## src/sv/bcfa_pkg.sv

```systemverilog
package bcfa_pkg;

	// default geometry of the managed window
	localparam int unsigned FRAMES_DEF    = 4096;
	localparam int unsigned WORD_BITS_DEF = 32;

	// fixed field widths of the ports
	localparam int unsigned OP_W  = 1;
	localparam int unsigned CNT_W = 13;
	localparam int unsigned ALN_W = 13;
	localparam int unsigned FRM_W = 20;
	// physical frame arithmetic: base plus offset plus alignment slack
	localparam int unsigned PHYS_W = 21;

	localparam logic [OP_W-1:0] OP_ALLOC = 1'b0;
	localparam logic [OP_W-1:0] OP_FREE  = 1'b1;

	localparam logic STAT_OK    = 1'b0;
	localparam logic STAT_NOMEM = 1'b1;

	// control group from the sequencer to the bitmap store
	typedef struct packed {
		logic rd;       // plain word read
		logic upd;      // read-modify-write of one word
		logic set_bits; // update sets the masked bits, else clears them
	} map_ctl_t;

	// alignment as a low-bit mask: highest set bit kept, zero taken as one
	function automatic logic [ALN_W-1:0] align_mask(input logic [ALN_W-1:0] a);
		logic [ALN_W-1:0] smear;
		smear = a;
		for (int i = 1; i < ALN_W; i++) begin
			smear = smear | (a >> i);
		end
		return smear >> 1;
	endfunction

endpackage

```

## src/sv/bcfa_map.sv

```systemverilog
module bcfa_map #(
	parameter int unsigned DEPTH = 128,
	parameter int unsigned WIDTH = 32,
	localparam int unsigned AW = (DEPTH > 1) ? $clog2(DEPTH) : 1
) (
	input  logic                clk,
	input  logic                arst_n,
	input  bcfa_pkg::map_ctl_t  ctl,
	input  logic [AW-1:0]       addr,
	input  logic [WIDTH-1:0]    mask,
	output logic [WIDTH-1:0]    rdata,
	output logic                ready
);
	import bcfa_pkg::*;

	logic [WIDTH-1:0] mem [DEPTH];

	logic             clr_busy_q;
	logic [AW-1:0]    clr_idx_q;

	logic             upd_s1;
	logic             set_s1;
	logic [AW-1:0]    addr_s1;
	logic [WIDTH-1:0] mask_s1;
	logic [WIDTH-1:0] raw_s1;
	logic             fwd_s1;
	logic [WIDTH-1:0] fwd_data_s1;

	logic             wr_en;
	logic [AW-1:0]    wr_addr;
	logic [WIDTH-1:0] wr_data;
	logic [WIDTH-1:0] merged;
	logic             rd_any;

	assign rd_any = ctl.rd | ctl.upd;
	assign ready  = ~clr_busy_q;

	// write in flight to the word being read this cycle wins over the array
	assign rdata  = fwd_s1 ? fwd_data_s1 : raw_s1;
	assign merged = set_s1 ? (rdata | mask_s1) : (rdata & ~mask_s1);

	assign wr_en   = clr_busy_q | upd_s1;
	assign wr_addr = clr_busy_q ? clr_idx_q : addr_s1;
	assign wr_data = clr_busy_q ? '0 : merged;

	always_ff @(posedge clk) begin
		if (wr_en) begin
			mem[wr_addr] <= wr_data;
		end
		if (rd_any) begin
			raw_s1 <= mem[addr];
		end
	end

	always_ff @(posedge clk) begin
		set_s1      <= ctl.set_bits;
		addr_s1     <= addr;
		mask_s1     <= mask;
		fwd_data_s1 <= wr_data;
	end

	always_ff @(posedge clk or negedge arst_n) begin
		if (!arst_n) begin
			clr_busy_q <= 1'b1;
			clr_idx_q  <= '0;
			upd_s1     <= 1'b0;
			fwd_s1     <= 1'b0;
		end else begin
			upd_s1 <= ctl.upd;
			fwd_s1 <= rd_any & wr_en & (wr_addr == addr);
			if (clr_busy_q) begin
				clr_idx_q <= clr_idx_q + AW'(1);
				if (clr_idx_q == AW'(DEPTH - 1)) begin
					clr_busy_q <= 1'b0;
				end
			end
		end
	end

endmodule
```

## config.mk

```make
export PLATFORM = sky130hd
export DESIGN_NAME = bcfa_map
export DESIGN_NICKNAME = d
export VERILOG_FILES = /design/src/sv/bcfa_pkg.sv /design/src/sv/bcfa_map.sv
export SDC_FILE = /design/constraint.sdc
export NUM_CORES = 2
export LEC_CHECK = 0
export ABC_AREA = 1
export BUFFER_PORTS_ARGS = -buffer_cell sky130_fd_sc_hd__buf_2
export CORE_MARGIN = 2
export CORE_UTILIZATION = 45
export DETAILED_ROUTE_END_ITERATION = 7
export PLACE_DENSITY = 0.72
export SKIP_CTS_REPAIR_TIMING = 1
export SYNTH_ARGS = -nofsm -noshare
export SYNTH_HDL_FRONTEND = slang
export SYNTH_SLANG_ARGS = --single-unit
```

## constraint.sdc

```tcl
create_clock -name clk -period 6.4 [get_ports clk]
set_input_delay 0.32 -clock clk [delete_from_list [all_inputs] [get_ports clk]]
set_output_delay 0.32 -clock clk [all_outputs]
set_load 0.02 [all_outputs]
```

======== Word-level counts from Yosys, hierarchy flattened ========
Memory sizes are Yosys's and may differ from the RTL's. A register that Yosys moved wholly into a read port is not among the register bits.
Index checks and enable logic that the tools add are counted.
word-level totals
  memories kept ........................... 1
  memory bits (writable) .................. 4,096
  register bits ........................... 82
  output and inout bits ................... 33
  logic and storage cells ................. 28
operators by class
  add/subtract/negate cells ............... 1
  equality and inequality tests ........... 2
  bitwise gates (word level) .............. 8
  multiplexer cells ....................... 8
memories
  name  words  width  read ports  clocked after memory_dff  wr ports  line            source
  mem   128    32     1           1                         1         bcfa_map.sv:16  logic [WIDTH-1:0] mem [DEPTH];
operator list
  cell                                          count
  two-way mux 32 bit                            3
  AND 32 bit                                    1
  NOT 32 bit                                    1
  OR 32 bit                                     1
  adder 7 x 1 -> 7 bit (second input constant)  1
  == test 7 bit                                 1
  == test 7 bit (second input constant)         1
  two-way mux 7 bit                             1
  two-way mux 1 bit                             4
  AND 1 bit                                     2
  OR 1 bit                                      2
  NOT 1 bit                                     1

======== Longest topological paths before layout ========
  depth in word-level cells ............... 4
  gate-level depth with buffers ........... 13
  gate-level depth less buffers ........... 9

======== Least setup slack after synthesis ========
Ideal clock, no wire load.
  path kind ............................... reg-to-reg
  start point ............................. register clr_busy_q
  end point ............................... memory mem[109][0] (enable)
  path slack .............................. 3.159 ns
  data arrival time ....................... 2.820 ns
  library setup time ...................... 0.421 ns
  required time ........................... 5.979 ns
  cell stages (with the launch flop) ...... 9
  path buffers ............................ 2
  cell sequence ........................... dfstp_2 > buf_4 > nand2_1 > nand2_2 > inv_1 > nor3_2 > nand2_1 > buf_2 > nor2_1
on the way
  word-level cells in the longest chain between the ends .. 3
  elaborated cells on any way between the ends .. 4
RTL lines
  what                                     line            source
  from (decl)                              bcfa_map.sv:18  logic clr_busy_q;
  from (signal assigned)                   bcfa_map.sv:64  clr_busy_q <= 1'b1;
  from (signal assigned)                   bcfa_map.sv:74  clr_busy_q <= 1'b0;
  OR 1 bit                                 bcfa_map.sv:42  assign wr_en = clr_busy_q | upd_s1;
  two-way mux 1 bit                        bcfa_map.sv:47  if (wr_en) begin
  two-way mux 1 bit (implied by the code)  bcfa_map.sv:48  mem[wr_addr] <= wr_data;
  to (decl)                                bcfa_map.sv:16
Several ways; a longest one is shown, not always the timed one.

======== Worst setup path after layout ========
  start point ............................. register clr_busy_q
  end point ............................... memory mem[85][30] (enable)
Same word-level chain as after synthesis.

==> impl_metrics.env <==
export IMPL_final_nets=13500
export IMPL_fin_crit_sh_pct=70.2
export IMPL_synth_top_area_cell="edfxtp_1"
export IMPL_cts_root_buf="clkbuf_16"
export IMPL_clockPowerShare_pct=39.8
export IMPL_cts_tree="yes"
export IMPL_grt_pass1_vias=102000
export IMPL_vdd_ir_drop_worst_v=0.000216
export IMPL_min_path_type="input pin to flip-flop"
export IMPL_power_switching_mw=13.9
export IMPL_synth_common_cells="nand2_1 (4,170), edfxtp_1 (4,128), nand3_1 (4,036)"
export IMPL_setup_viol=0
export IMPL_grt_busiest_layer="met2"
export IMPL_grt_pass1_wl_um=677000
export IMPL_cp_slowest_cell="nor2_4"
export IMPL_finalHoldViolCount=12
export IMPL_yosysUniqueCellTypes=35
export IMPL_cts_buffer_depth=4
export IMPL_die_area_um2=380000
export IMPL_holdWs_ps=-41.7
export IMPL_intPower_mw=44.7
export IMPL_netlist_instances=13700
export IMPL_syn_to_final_growth_pct=10.5
export IMPL_dr_pass1_iters=8
export IMPL_io_pins=77
export IMPL_synth_seq_cells=4210
export IMPL_clock_skew_ps=66.8
export IMPL_core_area_um2=373000
export IMPL_final_cells=18800
export IMPL_crit_fanout=33
export IMPL_grtUsageTotal_pct=23.8
export IMPL_p_leak_nw=63.8
export IMPL_drc_errors=0
export IMPL_cts_clk_slew_worst_paths_ps=60
export IMPL_yosysMostFrequentCell="nand2_1"
export IMPL_grtUsageMet3_pct=5.27
export IMPL_startpoint_type="flip-flop"
export IMPL_numPlacedInstances=18000
export IMPL_synth_edf_count=4128
export IMPL_power_per_cell_area_nw_per_um2=315
export IMPL_insertion_delay_ps=1030
export IMPL_gp_congestion=0.924
export IMPL_synthFlopType="edfxtp_1"
export IMPL_async_flop_share_pct=0.238
export IMPL_slew_viol_final=0
export IMPL_grt_util_met2_pct=36.7
export IMPL_rsz0062_at_grt="false"
export IMPL_netlist_area_um2=169000
export IMPL_syn_nets=13700
export IMPL_fin_crit_ps=4490
export IMPL_syn_area_per_cell_um2=12.3
export IMPL_swShare_pct=23.7
export IMPL_crit_arrival_ps=5080
export IMPL_path_class="flip-flop to flip-flop"
export IMPL_slew_headroom_pct=12.2
export IMPL_required_ps=6990
export IMPL_endpoint_kind="flip-flop"
export IMPL_gr_total_overflow=0
export IMPL_seqPwrFrac_pct=52.8
export IMPL_vias_per_cell=5.82
export IMPL_tns_ps=0
export IMPL_dieHeight_um=616
export IMPL_worstMarginPinSlew_ps=1320
export IMPL_num_rows=224
export IMPL_cts_sinks=4210
export IMPL_drtIter0Drc=16000
export IMPL_fill_cells=30900
export IMPL_wl_per_cell_um=24.8
export IMPL_grt_util_met1_pct=32.4
export IMPL_max_stage_delay_ps=1100
export IMPL_max_freq_mhz=223
export IMPL_yosysWarnings=0
export IMPL_drive_gt1_share_pct=7.58
export IMPL_antenna_found_initial=14
export IMPL_vias=109000
export IMPL_die_x_um=616
export IMPL_failed_checks="hold timing"
export IMPL_numCtsBuffers=408
export IMPL_status="finished with violations"
export IMPL_grt_max_degree=197
export IMPL_synth_seq_area_share_pct=74.5
export IMPL_synth_area_leaders="edfxtp_1 (73%), nand3_1 (12%), nand2_1 (9.3%)"
export IMPL_routed_wl_um=467000
export IMPL_port_buffers=76
export IMPL_antenna_left=0
export IMPL_combPwrFrac_pct=7.3
export IMPL_htreeDepth=5
export IMPL_maxCapViolations=0
export IMPL_synth_top_area_share_pct=73.5
export IMPL_initial_utilization_pct=45.3
export IMPL_dpl_hpwl_um=257000
export IMPL_crit_chain="nor2_1 > nor2_2 > inv_1 > nor3_1 > nand2_1 > nor2_4"
## cells by family (layout without fill, tap and decap cells)
| family | Yosys count | count (layout) | synth area share, % |
|---|---|---|---|
| muxes | 32 | 32 | 0.214 |
| adders and majority gates | 1 | 1 | 0.00742 |
| other | 0 | 10 | 0 |
| and+or+nand+nor | 8365 | 8365 | 21.6 |
| DFF | 4210 | 4210 | 74.5 |
| AOI/OAI and AO/OA | 75 | 75 | 0.234 |
| xor gates and xnor gates | 6 | 6 | 0.0312 |
| buffers and inverters | 981 | 1130 | 3.39 |
## area by class of cell
class	instances	area, µm²	share of cell area (%)
Timing Repair Buffer	327	3000	1.61
Clock inverter	227	2030	1.09
Inverter	60	358	0.192
Multi-Input combinational cell	8479	38300	20.6
Sequential cell	4210	126000	67.4
Tap cell	4972	6220	3.34
Clock buffer	516	10800	5.80
Antenna cell	10	25.0	0.0134
## power by group through the flow
stage / logic (mW) / registers (mW) / clock network (mW)
CTS: 4.15 / 31.0 / 23.5
global placement: 4.06 / 31.6 / 0
detailed placement: 4.14 / 31.6 / 0
global route: 4.50 / 31.0 / 24.5
floorplan: 2.36 / 31.6 / 0
finish: 4.29 / 31.0 / 23.4
## flip-flops by register name, summed over array words and instances (netlist names)
name / flops
addr_s1: 7
fwd_data_s1: 32
raw_s1: 32
mask_s1: 32
set_s1: 1
clr_idx_q: 7
mem: 4096
upd_s1: 1
fwd_s1: 1
clr_busy_q: 1
## metal layers
layer / vias to the layer above / part of all wire (%)
li1: 48500 / -
met2: 6683 / 46
met3: 948 / 12
met1: 53200 / 37
met5: - / 0.0047
met4: 4 / 4.9
## worst max-delay path: cells and delay by family, from the launching register on
kind                   cells  cell delay (ps)
and+or+nand+nor            5             2850
DFF                        1             1060
buffers and inverters      1              110
## metrics by stage
| stage | instance area [µm²] | hold slack (ps) | power (mW) | worst slack, ps | utilization (%) |
|---|---|---|---|---|---|
| after floorplan | 169000 | 24.4 | 33.9 | 3160 | - |
| after global placement | 173000 | 199 | 35.6 | 1990 | 46.4 |
| after detailed placement | 173000 | 199 | 35.7 | 2000 | 46.4 |
| after CTS | 186000 | -865 | 58.6 | 1990 | 49.9 |
| after global routing | 186000 | -38.6 | 60.0 | 1790 | 50.0 |
| final | 186000 | -41.7 | 58.6 | 1910 | 50.0 |
## layout by cell type, fill, tap and decap left out, types with 9 or more instances in the layout
master         netlist  final
buf_12               1     45
diode_2              0     10
dlygate4sd3_1        0     54
inv_1               52     18
nand3_1           4036   4034
nand2_1           4170   4164
a21oi_1             34     34
clkbuf_1           135     96
o21ai_1              9      9
edfxtp_1          4128   4128
inv_4                2     32
clkbuf_16            0    414
dfxtp_1             72     72
nor2_1             143     15
nor2_4               0    128
buf_2              456     70
clkinv_2             0     69
bufinv_16            0     25
o21ai_0             24     24
clkinv_1             3     98
mux2_2              32     32
buf_4               91    154
## worst paths after layout
path	from	to	slack (ps)	depth (start not counted)
max reg2reg	clr_busy_q	mem[85][30]	1910	6
min reg2reg	clr_idx_q[6]	clr_busy_q	480	1
max	clr_busy_q	mem[85][30]	1910	6
min	mask[31]	mask_s1[31]	-40	2
max in group asynchronous	arst_n	clr_idx_q[3]	5460	3
min in group asynchronous	arst_n	clr_busy_q	70	2
Note: power is estimated with default switching activity, not from simulation.
